`config.mk`:
```
export PLATFORM = sky130hd
export DESIGN_NAME = tlcd_scan
export DESIGN_NICKNAME = d
export VERILOG_FILES = /design/src/hdl/tlcd_pkg.sv /design/src/hdl/tlcd_scan.sv
export SDC_FILE = /design/constraint.sdc
export NUM_CORES = 1
export LEC_CHECK = 0
export BUFFER_PORTS_ARGS = -buffer_cell sky130_fd_sc_hd__buf_2
export CORE_AREA = 2 2 270 272
export DETAILED_ROUTE_END_ITERATION = 8
export DIE_AREA = 0 0 272 274
export GPL_TIMING_DRIVEN = 0
export PLACE_DENSITY = 0.49
export SETUP_SLACK_MARGIN = 0.3
export SYNTH_ARGS = -nofsm -noshare
export SYNTH_HDL_FRONTEND = slang
export SYNTH_SLANG_ARGS = --single-unit
```
`constraint.sdc`:
```
create_clock -name clk -period 22.6 [get_ports clk]
set_clock_uncertainty 0.2 [all_clocks]
set_input_delay 6.78 -clock clk [delete_from_list [all_inputs] [get_ports clk]]
set_output_delay 6.78 -clock clk [all_outputs]
set_load 0.005 [all_outputs]
```
`src/hdl/tlcd_pkg.sv`:
```
`timescale 1ns / 1ps
// ---------------------------------------------------------------------------
// tlcd_pkg
// Shared types, codes and defaults of the two-tier LRU cache directory.
// ---------------------------------------------------------------------------
package tlcd_pkg;

  localparam int TABLE_ENTRIES_DEF = 64;
  localparam int HOT_ENTRIES_DEF   = 16;

  localparam int KEY_W   = 64;
  localparam int SIZE_W  = 40;
  localparam int STAMP_W = 32;
  localparam int OCC_W   = 41;
  localparam int CMD_W   = 3;
  localparam int STAT_W  = 4;
  localparam int EVICT_W = 7;
  localparam int HLIM_W  = 5;
  localparam int CFGI_W  = 1;

  localparam logic [CMD_W-1:0] CMD_INSERT = 3'd0;
  localparam logic [CMD_W-1:0] CMD_GET    = 3'd1;
  localparam logic [CMD_W-1:0] CMD_REMOVE = 3'd2;
  localparam logic [CMD_W-1:0] CMD_TOUCH  = 3'd3;
  localparam logic [CMD_W-1:0] CMD_CLEAR  = 3'd4;
  localparam logic [CMD_W-1:0] CMD_TRIM   = 3'd5;

  localparam logic [STAT_W-1:0] STS_HOT_HIT    = 4'd0;
  localparam logic [STAT_W-1:0] STS_PROMOTED   = 4'd1;
  localparam logic [STAT_W-1:0] STS_MISS       = 4'd2;
  localparam logic [STAT_W-1:0] STS_FETCH_FAIL = 4'd3;
  localparam logic [STAT_W-1:0] STS_TOO_LARGE  = 4'd4;
  localparam logic [STAT_W-1:0] STS_INSERTED   = 4'd5;
  localparam logic [STAT_W-1:0] STS_REMOVED    = 4'd6;
  localparam logic [STAT_W-1:0] STS_NOT_FOUND  = 4'd7;
  localparam logic [STAT_W-1:0] STS_TOUCHED    = 4'd8;
  localparam logic [STAT_W-1:0] STS_TRIMMED    = 4'd9;

  localparam logic [CFGI_W-1:0] CFG_BYTE_LIMIT = 1'b0;
  localparam logic [CFGI_W-1:0] CFG_HOT_LIMIT  = 1'b1;

  typedef struct packed {
    logic               valid;
    logic               hot;
    logic [KEY_W-1:0]   key;
    logic [SIZE_W-1:0]  size;
    logic [STAMP_W-1:0] stamp;
  } entry_t;

  typedef struct packed {
    logic key_hit;
    logic free_found;
    logic old_found;
    logic hot_found;
  } scan_flags_t;

endpackage

```
`src/hdl/tlcd_scan.sv`:
```
`timescale 1ns / 1ps
// ---------------------------------------------------------------------------
// tlcd_scan
// Accumulates one table sweep: key match, first free slot, oldest valid and
// oldest hot entry, and the number of valid entries.
// ---------------------------------------------------------------------------
module tlcd_scan #(
  parameter int TABLE_ENTRIES = tlcd_pkg::TABLE_ENTRIES_DEF
) (
  input  logic                               clk,
  input  logic                               start,
  input  logic                               en,
  input  logic [$clog2(TABLE_ENTRIES)-1:0]   idx,
  input  tlcd_pkg::entry_t                   word,
  input  logic [tlcd_pkg::KEY_W-1:0]         key,
  input  logic [tlcd_pkg::STAMP_W-1:0]       now,
  output tlcd_pkg::scan_flags_t              flags,
  output logic [$clog2(TABLE_ENTRIES)-1:0]   key_idx,
  output tlcd_pkg::entry_t                   key_rec,
  output logic [$clog2(TABLE_ENTRIES)-1:0]   free_idx,
  output logic [$clog2(TABLE_ENTRIES)-1:0]   old_idx,
  output tlcd_pkg::entry_t                   old_rec,
  output logic [$clog2(TABLE_ENTRIES)-1:0]   hot_idx,
  output tlcd_pkg::entry_t                   hot_rec,
  output logic [$clog2(TABLE_ENTRIES+1)-1:0] valid_cnt
);

  localparam int IW = $clog2(TABLE_ENTRIES);
  localparam int CW = $clog2(TABLE_ENTRIES + 1);

  tlcd_pkg::scan_flags_t           flags_r;
  logic [IW-1:0]                   key_idx_r, free_idx_r, old_idx_r, hot_idx_r;
  tlcd_pkg::entry_t                key_rec_r, old_rec_r, hot_rec_r;
  logic [tlcd_pkg::STAMP_W-1:0]    old_age_r, hot_age_r;
  logic [CW-1:0]                   valid_cnt_r;
  logic [tlcd_pkg::STAMP_W-1:0]    age;

  assign age = now - word.stamp;

  always_ff @(posedge clk) begin
    if (start) begin
      flags_r     <= '0;
      valid_cnt_r <= '0;
    end else if (en) begin
      if (word.valid) begin
        valid_cnt_r <= valid_cnt_r + CW'(1);
        if (!flags_r.key_hit && word.key == key) begin
          flags_r.key_hit <= 1'b1;
          key_idx_r       <= idx;
          key_rec_r       <= word;
        end
        if (!flags_r.old_found || age > old_age_r) begin
          flags_r.old_found <= 1'b1;
          old_idx_r         <= idx;
          old_rec_r         <= word;
          old_age_r         <= age;
        end
        if (word.hot && (!flags_r.hot_found || age > hot_age_r)) begin
          flags_r.hot_found <= 1'b1;
          hot_idx_r         <= idx;
          hot_rec_r         <= word;
          hot_age_r         <= age;
        end
      end else if (!flags_r.free_found) begin
        flags_r.free_found <= 1'b1;
        free_idx_r         <= idx;
      end
    end
  end

  assign flags     = flags_r;
  assign key_idx   = key_idx_r;
  assign key_rec   = key_rec_r;
  assign free_idx  = free_idx_r;
  assign old_idx   = old_idx_r;
  assign old_rec   = old_rec_r;
  assign hot_idx   = hot_idx_r;
  assign hot_rec   = hot_rec_r;
  assign valid_cnt = valid_cnt_r;

endmodule

```
==> impl_metrics.csv <==
group,metric,value,unit
status,outcome,"finished, final reports clean",
placement,postPlaceCellArea,24800,um^2
clock_tree,cts_tree,"built",
global_route,antenna_found_initial,26,
critical_path,path_delay_family,"compound AO/OA/AOI/OAI gates",
route,wl_per_cell,22.6,um
critical_path,timing.critical_path.slowest_stage_cell,"o41ai_1",
finish,fillCellCount,6948,
logic_synthesis,synth.top_cell.area_share,76.1,%
route,finalWirelength,66300,um
logic_synthesis,ys_top_cells_by_count,"499 x edfxtp_1, 125 x inv_1, 96 x ha_1",
placement,finalWeightedCongestion,0.864,
power,power_frac_clock,42.4,%
power,power_switching_share,23.1,%
logic_synthesis,synthTopCellsByArea,"edfxtp_1 76%, ha_1 6.1%, inv_1 2.4%",
route,initialDrtViolationCount,850,
logic_synthesis,mappedNetlistArea,19700,um^2
sta,final_period_minus_worst_setup_slack,12780,ps
logic_synthesis,yosys.area.top_type,"edfxtp_1",
run,timing.max_cap.violations,0,
power,power.internal,0.00172,W
critical_path,critPathCaptureType,"flop",
critical_path,crit_type,"input pin to flop",
logic_synthesis,synth-seq-area-share,77.3,%
clock_tree,cts-resized-gates,0,
global_route,global_route_wire_length_before_repair,90700,um
sta,tns,0,ps
sta,finalHoldWorstSlack,290,ps
clock_tree,h-tree-depth,2,
logic_synthesis,synth_warnings,0,
sta,fin_ws,9820,ps
clock_tree,cts_buffers,56,
critical_path,critPathArrivalTime,12870,ps
global_route,grt_start_max_net_pins,54,
route,route.antenna.remaining_nets,0,
critical_path,timing.critical_path.required,22700,ps
finish,finish.net_count,2262,
clock_tree,clock_tree.root_cell,"clkbuf_16",
logic_synthesis,syn_inst,1154,
power,cellLeakagePower,11.0,nW
logic_synthesis,yosys_most_used_dff,"edfxtp_1",
power,netSwitchingPower,0.000518,W
critical_path,crit_path_start_kind,"input pin",
die,num_rows,99,
clock_tree,worstSkewPairLatency,600,ps
sta,max_slew_violation_total_from_the_final_report,0,
die,initial_utilization,27.3,%
logic_synthesis,synth_cell_types,69,
logic_synthesis,synth.avg_cell_area,17.1,um^2
clock_tree,post_cts_hold_buffer_count,0,
global_route,grtUsageTotal,16.9,%
sta,min_period_over_period,56.5,%
critical_path,slowest_delay,940,ps
logic_synthesis,synthArstFlopShare,0,%
sta,max-slew-margin-rel,29.7,%
power,pwr-share-comb,9.8,%
sta,achievable-frequency,78.3,MHz
route,vias_per_cell,4.38,
critical_path,worst-path-buf-inv,8,
logic_synthesis,most_instantiated_library_cell_after_synthesis,"edfxtp_1",
die,coreArea,72000,um^2
clock_tree,post_cts_buffers,0,
placement,dp_hpwl,53600,um
power,vdd_ir_drop_max,0.0000620,V
die,die_h,274,um
global_route,gr-total-overflow,0,
die,dieArea,74500,um^2
clock_tree,clock_sinks,510,
placement,numPortBuffers,688,
worst_hold_path,hold_path.class,"flop to flop",
die,num_io_pins,692,
critical_path,most_frequent_cp_cell,"buf_12",
sta,tightest_slew,1040,ps
power,share_seq_of_total_power,47.8,%
route,first_pass_iters,5,
sta,finalSetupViolations,0,
finish,final_area,26800,um^2
clock_tree,clockBufferDepth,3,
route,detail_route.drc_violations,0,
critical_path,worstPathMaxFanout,26,
sta,rsz_0062_raised_after_global_routing,"false",
sta,finalHoldViolCount,0,
die,horizontal_die_dimension,272,um
finish,share_of_cells_above_drive_strength_1,41.5,%
finish,syn2layout_area_growth,36.0,%
logic_synthesis,synth_enable_flop_cells,499,
logic_synthesis,postSynthRegisterBits,510,
placement,post-place-ws,8980,ps
route,dr_total_vias,12900,
power,power.density,83.7,nW/um^2
global_route,grt_pass1_vias,12700,
clock_tree,worst_setup_hold_path_clk_slew,60,ps
power,report.power.total,0.00224,W
critical_path,crit_path_cell_trace,"buf_2 -> inv_1 -> ha_1 -> inv_1 -> fa_1 -> a21o_1 -> a221oi_2 -> a211oi_1 -> nor3_2 -> a21oi_1 -> o41ai_1 -> ha_1 -> nand4_1 -> nor3_1 -> o21ai_0 -> nand4b_1 -> a21oi_1 -> a21oi_4 -> buf_16 -> buf_12 -> buf_12 -> buf_12 -> buf_16",
[state kept, by name (all words and copies together) (netlist names)]
signal	cells
hot_rec	137
key_rec	137
old_rec	137
hot_age_r	32
old_age_r	32
valid_cnt	7
free_idx	6
hot_idx	6
key_idx	6
old_idx	6
flags	4
[area by class of cell]
type | count | area, um^2 | area share, %
diodes | 9 | 22.5 | 0.0841
plain buffers | 11 | 53.8 | 0.201
clock buffers | 65 | 1460 | 5.44
clock inverters | 39 | 463 | 1.73
inverters | 126 | 473 | 1.77
multi-input cells | 509 | 3990 | 14.9
flip-flops and latches | 510 | 15200 | 56.8
well taps | 959 | 1200 | 4.48
repair buffers | 708 | 3910 | 14.6
[placed cells by master, fill, tap and decap left out, types with 4 or more instances in the layout]
cell          n
a21o_1       34
a21oi_1      52
a31oi_1       4
and3_1        5
buf_12        9
buf_16       10
buf_2       689
buf_4         4
bufinv_16     9
clkbuf_1     15
clkbuf_16    57
clkinv_1      8
clkinv_2     10
clkinvlp_4    5
dfxtp_1      11
diode_2       9
edfxtp_1    499
ha_1         96
inv_1       125
inv_6         4
nand2_1      32
nand2b_1      5
nand3_1       8
nand4_1      27
nor2_1       29
nor2b_1       7
nor3_1       13
nor4_1        9
o21a_1        7
o21ai_0      24
o22ai_1       6
o2bb2ai_1     7
xnor2_1      46
xor2_1       32
[logic make-up after synthesis]
logic type      Yosys count  synth area share (%)
flops                   510                  77.3
compound gates          182                  6.45
simple gates            149                  3.92
buf+inv                 137                  2.68
fa+ha+maj                97                  6.20
xor+xnor                 78                  3.47
other cells               1                0.0191
[power groups by stage]
stage	sequential (W)	clock (W)	combinational, W
floorplan	0.00110	0	0.000117
global placement	0.00110	0	0.000212
detailed placement	0.00109	0	0.000222
CTS	0.00107	0.000973	0.000223
global route	0.00107	0.00101	0.000246
finish	0.00107	0.000950	0.000219
[metrics by stage]
stage                     instances  util [%]
final                          2936      37.2
after global routing           2934      37.2
after CTS                      2927      37.2
after detailed placement       2823      34.5
after global placement         2803      33.8
after floorplan                1156         -
[worst min-delay path, delay by kind of cell (launching register included)]
family | cells | cell delay (ps)
flops | 1 | 310
compound gates | 2 | 130
[final timing paths]
path	start	end	slack (ps)	cells after the start
worst min register to register	valid_cnt[6]	valid_cnt[6]	290	2
worst max register to register	old_age_r[15]	old_rec[114]	18680	13
worst max-delay path	now[0]	old_rec[114]	9820	23
worst min-delay path	valid_cnt[6]	valid_cnt[6]	290	2
[routing by layer]
metal	wire (um)	up-vias	global-route usage (%)	part of all wire [%]
met2	34500	500	30.0	52
met1	24200	6289	18.7	36
met5	138	-	0.578	0.21
met4	1870	16	6.33	2.8
li1	-	5940	-	-
met3	5620	113	5.78	8.5
(Power assumes the default switching activity.)
