File: src/hdl/tlcd_ram.sv
`timescale 1ns / 1ps
// ---------------------------------------------------------------------------
// tlcd_ram
// Generic single-write, single-read RAM with registered read data.
// ---------------------------------------------------------------------------
module tlcd_ram #(
  parameter int WIDTH = 8,
  parameter int DEPTH = 64
) (
  input  logic                     clk,
  input  logic                     we,
  input  logic [$clog2(DEPTH)-1:0] waddr,
  input  logic [WIDTH-1:0]         wdata,
  input  logic                     re,
  input  logic [$clog2(DEPTH)-1:0] raddr,
  output logic [WIDTH-1:0]         rdata
);

  logic [WIDTH-1:0] mem [DEPTH];

  always_ff @(posedge clk) begin
    if (we) begin
      mem[waddr] <= wdata;
    end
    if (re) begin
      rdata <= mem[raddr];
    end
  end

endmodule

File: config.mk
export PLATFORM = sky130hd
export DESIGN_NAME = tlcd_ram
export DESIGN_NICKNAME = d
export VERILOG_FILES = /design/src/hdl/tlcd_ram.sv
export SDC_FILE = /design/constraint.sdc
export NUM_CORES = 1
export LEC_CHECK = 0
export ABC_CLOCK_PERIOD_IN_PS = 4330
export BUFFER_PORTS_ARGS = -buffer_cell sky130_fd_sc_hd__clkbuf_2
export CORE_MARGIN = 2
export CORE_UTILIZATION = 66
export CTS_CLUSTER_SIZE = 12
export DETAILED_ROUTE_END_ITERATION = 10
export PLACE_DENSITY = 0.88
export SKIP_CTS_REPAIR_TIMING = 1
export SYNTH_ARGS = -nofsm -noshare
export SYNTH_HDL_FRONTEND = slang
export SYNTH_SLANG_ARGS = --single-unit
File: constraint.sdc
create_clock -name clk -period 4.33 [get_ports clk]
set_clock_uncertainty 0.1 [all_clocks]
set_input_delay 0 -clock clk [delete_from_list [all_inputs] [get_ports clk]]
set_output_delay 0 -clock clk [all_outputs]
set_load 0.01 [all_outputs]
==> results.json, run 1 <==
{
  "die_h_um": 179,
  "core-area_sq_um": 30400,
  "swShare": 0.206,
  "first_pass_iters": 6,
  "dp_hpwl_mm": 26.5,
  "grt_pass1_vias": 10300,
  "final-setup-viol-count": 0,
  "antenna_found_initial": 1,
  "vias_per_cell": 7.36,
  "clockBufferDepth": 3,
  "grt_pass1_wl_mm": 69.1,
  "ctsHtreeMaxLevel": 2,
  "p_sw_uw": 2050,
  "grt_setup_unrepaired": "false",
  "dpl-instance-area_sq_um": 20700,
  "slew_headroom": 0.0379,
  "syn2layout_area_growth_pct": 9.26,
  "final-hold-violation-count": 0,
  "fill_cells": 1547,
  "rows": 64,
  "p_total_uw": 9980,
  "num_vias": 10300,
  "fmax_ghz": 0.393,
  "drive_gt1_frac": 0.244,
  "post-route-period-util": 0.587,
  "clock_latency_ns": 0.56,
  "cp.arrival_ns": 2.73,
  "powerDensity_nw_per_um2": 451,
  "end_kind": "register",
  "chipWidth_um": 179,
  "place.gp.congestion": 0.802,
  "dieArea_sq_um": 32100,
  "layout_common_cells": "edfxtp_1, mux4_2, nor2_1",
  "synth_cell_type_count": 39,
  "wl_per_cell_um": 33.8,
  "clkSinkCount": 520,
  "overflow": 0,
  "io_buffers": 30,
  "ios": 31,
  "clockPowerShare": 0.386,
  "clk_pin_slew_ns": 0.06,
  "pwr-share-seq": 0.561,
  "critPathKind": "reg2reg",
  "fin_setup_tns_ns": 0,
  "cts_buffers": 50,
  "finalCriticalPeriod_ns": 2.54,
  "slowest_delay_ns": 0.51,
  "crit_family": "multiplexers",
  "cp_slowest_cell": "mux4_2",
  "cts_root_buf": "clkbuf_16",
  "mostFrequentLayoutCell": "edfxtp_1",
  "required_ns": 4.52,
  "peakVddDrop_mv": 0.337,
  "grt_max_degree": 77,
  "yosysWarnings": 0,
  "slew_violations": 0,
  "cp-start-kind": "register",
  "fin_nets": 1015,
  "synth_fp_nets": 963,
  "grt_use_total": 0.307,
  "drt-initial-drc-count": 1881,
  "drcViolationCount": 0,
  "synth_cells": 940,
  "maxCapViolations": 0,
  "async_reset_ff_frac": 0,
  "ys_seq_area_frac": 0.771,
  "ys_seq_elements": 520,
  "holdCritPathClass": "in2reg",
  "synth_area_sq_um": 20200,
  "p_leak_uw": 0.00686,
  "multiInputGateArea_sq_um": 4320,
  "syn_area_per_cell_sq_um": 21.5,
  "synth-edff-count": 520,
  "path_cells": "mux4_2, mux2_2, o221a_2, nor3_1, o32ai_1",
  "cts_tree": "done",
  "power.internal_uw": 7930,
  "worst_pin_slew_ns": 1.44,
  "totalWireLength_mm": 47.3,
  "start_util": 0.665,
  "seqCellArea_sq_um": 15600,
  "outcome": "completed",
  "final_area_sq_um": 22100,
  "synth_flop_cell": "edfxtp_1",
  "critPathBufInv": 0,
  "power_frac_comb": 0.053,
  "worstPathMaxFanout": 1,
  "ant_nets": 0
}
synthesized netlist by cell type (11+ instances only):
library cell,instances,area share
nor2_1,83,0.015
nor2b_1,14,0.0043
mux2i_1,23,0.011
edfxtp_1,520,0.77
nand2_1,19,0.0035
buf_4,13,0.0048
mux4_2,126,0.14
clkbuf_1,17,0.0032
nand3_1,13,0.0032
mux2_2,13,0.0072
buf_2,11,0.0027
logic make-up (layout without fill, tap and decap cells):
| family | Yosys count | count (layout) | synth area share |
|---|---|---|---|
| AOI/OAI and AO/OA | 54 | 54 | 0.0206 |
| and+or+nand+nor | 153 | 153 | 0.0337 |
| other | 0 | 1 | 0 |
| muxes | 162 | 162 | 0.159 |
| buffers and inverters | 51 | 114 | 0.0156 |
| DFF | 520 | 520 | 0.771 |
per-layer routing:
layer  track usage  vias up  wire [um]
met5             0        -          0
met4         0.133        0       2260
met3        0.0640      154       5540
met2         0.484      906      23000
met1         0.428     5239      16500
li1              -     4006          -
power by group through the flow:
stage | sequential (uW) | combinational [uW] | clock, uW
6_report | 5600 | 524 | 3850
3_5_place_dp | 5710 | 500 | 0
2_1_floorplan | 5700 | 297 | 0
4_1_cts | 5600 | 512 | 3860
3_3_place_gp | 5700 | 478 | 0
5_1_grt | 5600 | 547 | 4020
registers in the layout, indices dropped and copies added (netlist names):
signal,cells
mem,512
rdata,8
worst reg2reg max path, cell delays in order (launching register included):
cell	delay (ns)
edfxtp_1	0.41
mux4_2	0.51
mux2_2	0.30
o221a_2	0.28
nor3_1	0.50
o32ai_1	0.17
worst paths after layout:
| path | end | start | slack [ns] | cells after the start |
|---|---|---|---|---|
| max | rdata[4] | mem[21][4] | 1.79 | 5 |
| min | mem[16][5] | wdata[5] | 0.01 | 2 |
| max reg2reg | rdata[4] | mem[21][4] | 1.79 | 5 |
| min reg2reg | rdata[0] | mem[18][0] | 0.86 | 4 |
through the flow:
stage,instances,hold WS (ns),util,setup WS (ns)
finish,1400,0.0147,0.727,1.79
global route,1399,0.0381,0.727,1.71
CTS,1396,-0.169,0.726,1.91
detailed placement,1333,0.344,0.681,1.48
global placement,1333,0.348,0.681,1.52
floorplan,940,-0.00113,-,2.40
area by class of cell:
cell class                 instances  area share
clock buffer                      57      0.0587
tap                              396      0.0224
timing repair buffer              51      0.0153
clock inverter                     6     0.00255
antenna                            1    0.000113
sequential                       520       0.706
multi-input combinational        369       0.195
Power figures use the tool's default switching activity.
==> inputs of run 2 (changes only) <==
--- a/config.mk
+++ b/config.mk
@@ -5,13 +5,13 @@
 export SDC_FILE = /design/constraint.sdc
 export NUM_CORES = 1
 export LEC_CHECK = 0
-export ABC_CLOCK_PERIOD_IN_PS = 4330
+export ABC_CLOCK_PERIOD_IN_PS = 2050
 export BUFFER_PORTS_ARGS = -buffer_cell sky130_fd_sc_hd__clkbuf_2
 export CORE_MARGIN = 2
-export CORE_UTILIZATION = 66
+export CORE_UTILIZATION = 56
 export CTS_CLUSTER_SIZE = 12
 export DETAILED_ROUTE_END_ITERATION = 10
-export PLACE_DENSITY = 0.88
+export PLACE_DENSITY = 0.8
 export SKIP_CTS_REPAIR_TIMING = 1
 export SYNTH_ARGS = -nofsm -noshare
 export SYNTH_HDL_FRONTEND = slang
==> constraint.sdc (replaced) <==
create_clock -name clk -period 2.05 [get_ports clk]
set_clock_uncertainty 0.1 [all_clocks]
set_input_delay 0 -clock clk [delete_from_list [all_inputs] [get_ports clk]]
set_output_delay 0 -clock clk [all_outputs]
set_load 0.01 [all_outputs]
==> run 2 against run 1 <==
The run now ends with hold timing, setup timing left. Flip-flop and latch count did not move. Via count is 1.7% higher. Clock power rose by 120%. First-iteration DRC count fell by 25%. Wire length shrank 3.3%. Largest power group unchanged. Highest routed layer unchanged.
==> results.json, run 2 (synthesis results as in run 1) <==
{
  "cp_slowest_cell": "mux4_2",
  "setup_ws_ns": -0.0223,
  "clock_latency_ns": 0.57,
  "path_cells": "mux4_2, mux2_2, o221a_2, nor3_4, o32ai_1",
  "grt_max_degree": 65,
  "rows": 69,
  "slew_violations": 0,
  "swShare": 0.206,
  "place.gp.congestion": 0.832,
  "core-area_sq_um": 35600,
  "drcViolationCount": 0,
  "timing.hold.ws_ns": -0.0500,
  "cp.arrival_ns": 2.28,
  "worst_pin_slew_ns": 1.01,
  "first_pass_iters": 5,
  "pwr-share-seq": 0.548,
  "largest_reg_flops": 512,
  "cp-start-kind": "register",
  "vias_per_cell": 6.44,
  "peakVddDrop_mv": 0.678,
  "end_kind": "register",
  "grt_pass1_vias": 10700,
  "ant_nets": 0,
  "layout_common_cells": "edfxtp_1, buf_4, mux4_2",
  "clockPowerShare": 0.393,
  "io_buffers": 30,
  "fill_cells": 2191,
  "clkSinkCount": 520,
  "finalCriticalPeriod_ns": 2.07,
  "maxCapViolations": 0,
  "start_util": 0.569,
  "grt_pass1_wl_mm": 68.3,
  "power.internal_uw": 17100,
  "power_frac_comb": 0.059,
  "clk_pin_slew_ns": 0.06,
  "ctsHtreeMaxLevel": 2,
  "grt_setup_unrepaired": "true",
  "fmax_ghz": 0.483,
  "chipWidth_um": 194,
  "worstPathMaxFanout": 1,
  "post-route-period-util": 1.01,
  "reg.largest.list": "mem: 512 flops, rdata: 8 flops",
  "dieArea_sq_um": 37700,
  "wl_per_cell_um": 28.1,
  "slowest_delay_ns": 0.46,
  "violations": "hold timing, setup timing",
  "fin_nets": 1159,
  "final-setup-viol-count": 5,
  "outcome": "finished, violations left",
  "dp_hpwl_mm": 29.2,
  "slew_headroom": 0.324,
  "final-hold-violation-count": 32,
  "totalWireLength_mm": 45.8,
  "drt-initial-drc-count": 1417,
  "mostFrequentLayoutCell": "edfxtp_1",
  "ios": 31,
  "grt_use_total": 0.247,
  "reg2reg_slack_ns": -0.02,
  "fin_setup_tns_ns": -0.0693,
  "critPathKind": "reg2reg",
  "cts_buffers": 52,
  "cts_tree": "done",
  "die_h_um": 194,
  "finalCoreUtilization": 0.667,
  "required_ns": 2.26,
  "p_sw_uw": 4450,
  "overflow": 0,
  "num_vias": 10500,
  "powerDensity_nw_per_um2": 910,
  "holdCritPathClass": "in2reg",
  "antenna_found_initial": 0,
  "clockBufferDepth": 3,
  "syn2layout_area_growth_pct": 17.1,
  "p_leak_uw": 0.00774,
  "drive_gt1_frac": 0.351,
  "cts_root_buf": "clkbuf_16",
  "max_flop_register": "mem"
}
-- run 2: cell count changes in the layout (fill, tap and decap cells not counted), moves of 3 or more --
cell      previous run  this run
a221oi_1             6         3
a221oi_2             0         3
buf_12               1        17
buf_4               20       144
clkbuf_1             6        15
clkinv_1             2         8
nor2_1              83        78
nor2_4               0         5
nor3_1               7         3
o21ai_2              0         3
-- run 2: routing by layer --
layer,vias to the layer above,GRT usage,routed length [um]
li1,4317,-,-
met1,5417,0.343,17200
met2,631,0.393,22500
met3,111,0.0501,4470
met4,0,0.0923,1560
met5,-,0,0
-- run 2: worst paths after layout --
| kind | startpoint | end | cells past startpoint |
|---|---|---|---|
| setup reg to reg | mem[24][6] | rdata[6] | 5 |
| hold reg to reg | mem[30][4] | rdata[4] | 3 |
| hold / removal | wdata[0] | mem[1][0] | 1 |
| setup / recovery | mem[24][6] | rdata[6] | 5 |
-- run 2: cell type report --
class,instances,area [sq um],area share
Multi-Input combinational cell,369,4440,0.187
Antenna cell,1,2.50,0.000106
Tap cell,461,577,0.0243
Sequential cell,520,15600,0.658
Clock buffer,68,1380,0.0583
Clock inverter,14,92.6,0.00390
Timing Repair Buffer,193,1610,0.0679
-- run 2: critical path, delay by kind of cell (launching register included) --
kind            cells  cell delay [ns]
flops               1             0.36
simple gates        1             0.18
compound gates      2             0.41
mux                 2             0.75
-- run 2: metrics by stage --
step	total power (uW)	cells	cell area (sq um)	hold slack [ns]	setup WS, ns
6_report	21600	1626	23700	-0.0500	-0.0223
5_1_grt	22100	1625	23700	0.00268	-0.0654
3_3_place_gp	13200	1540	22100	0.319	-0.258
3_5_place_dp	13300	1540	22100	0.341	-0.320
2_1_floorplan	12700	940	20200	-0.00113	0.120
4_1_cts	21600	1622	23600	-0.253	-0.223
-- run 2: power by group through the flow --
stage                     Clock (uW)  Combinational (uW)  Sequential [uW]
after global placement             0                1180            12000
final                           8480                1270            11800
after CTS                       8560                1220            11800
after global routing            8950                1350            11800
after floorplan                    0                 628            12000
after detailed placement           0                1220            12000
==> inputs of run 3 (changes only) <==
==> config.mk (replaced) <==
export PLATFORM = sky130hd
export DESIGN_NAME = tlcd_ram
export DESIGN_NICKNAME = d
export VERILOG_FILES = /design/src/hdl/tlcd_ram.sv
export SDC_FILE = /design/constraint.sdc
export NUM_CORES = 1
export LEC_CHECK = 0
export ABC_CLOCK_PERIOD_IN_PS = 2320
export BUFFER_PORTS_ARGS = -buffer_cell sky130_fd_sc_hd__clkbuf_2
export CORE_MARGIN = 2
export CORE_UTILIZATION = 62
export CTS_CLUSTER_SIZE = 28
export DETAILED_ROUTE_END_ITERATION = 10
export PLACE_DENSITY = 0.84
export SKIP_CTS_REPAIR_TIMING = 1
export SYNTH_ARGS = -nofsm -noshare
export SYNTH_HDL_FRONTEND = slang
export SYNTH_SLANG_ARGS = --single-unit
==> constraint.sdc (replaced) <==
create_clock -name clk -period 2.32 [get_ports clk]
set_clock_uncertainty 0.1 [all_clocks]
set_input_delay 0 -clock clk [delete_from_list [all_inputs] [get_ports clk]]
set_output_delay 0 -clock clk [all_outputs]
set_load 0.01 [all_outputs]
==> run 3 against run 2 <==
Flip-flop and latch count is the same. Worst setup slack gained 0.072 ns. Highest routed layer unchanged. Count of clock-buffer cells in the layout down 9. Hold slack gained 0.057 ns. Via count up 0.45%. Clock power down 13%. Critical path depth unchanged. The flow now finishes without violations.
==> results.json, run 3 (synthesis results as in run 1) <==
{
  "holdCritPathClass": "in2reg",
  "drt-initial-drc-count": 1688,
  "cp-start-kind": "register",
  "io_buffers": 30,
  "clockBufferDepth": 3,
  "wl_per_cell_um": 29.9,
  "outcome": "completed",
  "fill_cells": 1790,
  "power.internal_uw": 15000,
  "dieArea_sq_um": 34100,
  "ant_nets": 0,
  "timing.hold.ws_ns": 0.00678,
  "max_flop_register": "mem",
  "core-area_sq_um": 32400,
  "seqCellArea_sq_um": 15600,
  "drcViolationCount": 0,
  "first_pass_iters": 5,
  "hold_depth": 2,
  "wl_met2_mm": 23.2,
  "drive_gt1_frac": 0.311,
  "cts_buffers": 48,
  "grt_pass1_vias": 10700,
  "place.gp.congestion": 0.835,
  "mostFrequentLayoutCell": "edfxtp_1",
  "overflow": 0,
  "layout_common_cells": "edfxtp_1, mux4_2, buf_4",
  "powerDensity_nw_per_um2": 812,
  "slew_violations": 0,
  "syn2layout_area_growth_pct": 14.8,
  "final-setup-viol-count": 0,
  "post-route-period-util": 0.979,
  "num_vias": 10500,
  "finalCriticalPeriod_ns": 2.27,
  "power_frac_comb": 0.056,
  "fmax_ghz": 0.440,
  "cts_tree": "done",
  "path_cells": "mux4_2, mux2_2, o221a_2, nor3_1, o32ai_1",
  "routed.top_layer": "met4",
  "crit_family": "multiplexers",
  "reg.largest.list": "mem: 512 flops, rdata: 8 flops",
  "start_util": 0.625,
  "end_kind": "register",
  "placed_cells": 1486,
  "p_leak_uw": 0.00752,
  "grt_pass1_wl_mm": 70.2,
  "chipWidth_um": 185,
  "worstPathMaxFanout": 1,
  "fin_nets": 1127,
  "cp.depth": 5,
  "cp_slowest_cell": "mux4_2",
  "ctsHtreeMaxLevel": 2,
  "p_sw_uw": 3850,
  "p_total_uw": 18900,
  "slew_headroom": 0.342,
  "n_antenna_cell": 0,
  "pwr-share-seq": 0.554,
  "required_ns": 2.49,
  "worst_pin_slew_ns": 0.987,
  "rows": 66,
  "pre_cts_ws_ns": -0.0626,
  "wl_met3_mm": 5.21,
  "cts_root_buf": "clkbuf_16",
  "critPathBufInv": 0,
  "final_cells": 1580,
  "slowest_delay_ns": 0.49,
  "dp_hpwl_mm": 29.6,
  "critPathKind": "reg2reg",
  "antenna_found_initial": 0,
  "clk_pin_slew_ns": 0.06,
  "grt_setup_unrepaired": "false",
  "peakVddDrop_mv": 0.586,
  "totalWireLength_mm": 47.3,
  "maxCapViolations": 0,
  "vias_per_cell": 6.66,
  "largest_reg_flops": 512,
  "die_h_um": 185,
  "cp.arrival_ns": 2.44,
  "multiInputGateArea_sq_um": 4320,
  "grt_max_degree": 65,
  "setup_ws_ns": 0.0497,
  "met1_length_mm": 16.9,
  "swShare": 0.204,
  "final-hold-violation-count": 0,
  "ff2ff_path_depth": 5,
  "clock_latency_ns": 0.56,
  "grt_use_total": 0.291,
  "ios": 31,
  "clkSinkCount": 520,
  "clockPowerShare": 0.390
}
[run 3: path summary, 6_finish.rpt]
kind              slack [ns]       start    endpoint
hold reg to reg         0.82  mem[23][1]    rdata[1]
hold / removal         0.007    wdata[3]  mem[17][3]
setup / recovery        0.05  mem[21][6]    rdata[6]
setup reg to reg        0.05  mem[21][6]    rdata[6]
[run 3: stage by stage]
step	TNS (ns)	utilization	instance area (sq um)
after floorplan	0	-	20200
after detailed placement	-0.0626	0.670	21700
after global placement	-0.0129	0.670	21700
after CTS	0	0.715	23100
after global routing	0	0.718	23200
final	0	0.718	23200
[run 3: layout make-up]
type                            instances  share of cell area
Timing Repair Buffer                  165              0.0566
Tap cell                              442              0.0238
Clock buffer                           59              0.0544
Clock inverter                         25             0.00770
Multi-Input combinational cell        369               0.186
Sequential cell                       520               0.672
[run 3: power groups by stage]
stage | logic [uW] | clock network, uW | registers [uW]
2_1_floorplan | 554 | 0 | 10600
3_3_place_gp | 977 | 0 | 10600
3_5_place_dp | 1020 | 0 | 10600
4_1_cts | 1040 | 7400 | 10400
5_1_grt | 1120 | 7760 | 10400
6_report | 1060 | 7350 | 10400
[run 3: metal layers]
layer | vias to the layer above | track usage
met5 | - | 0
met1 | 5404 | 0.402
met3 | 127 | 0.0601
met2 | 740 | 0.465
li1 | 4252 | -
met4 | 0 | 0.116
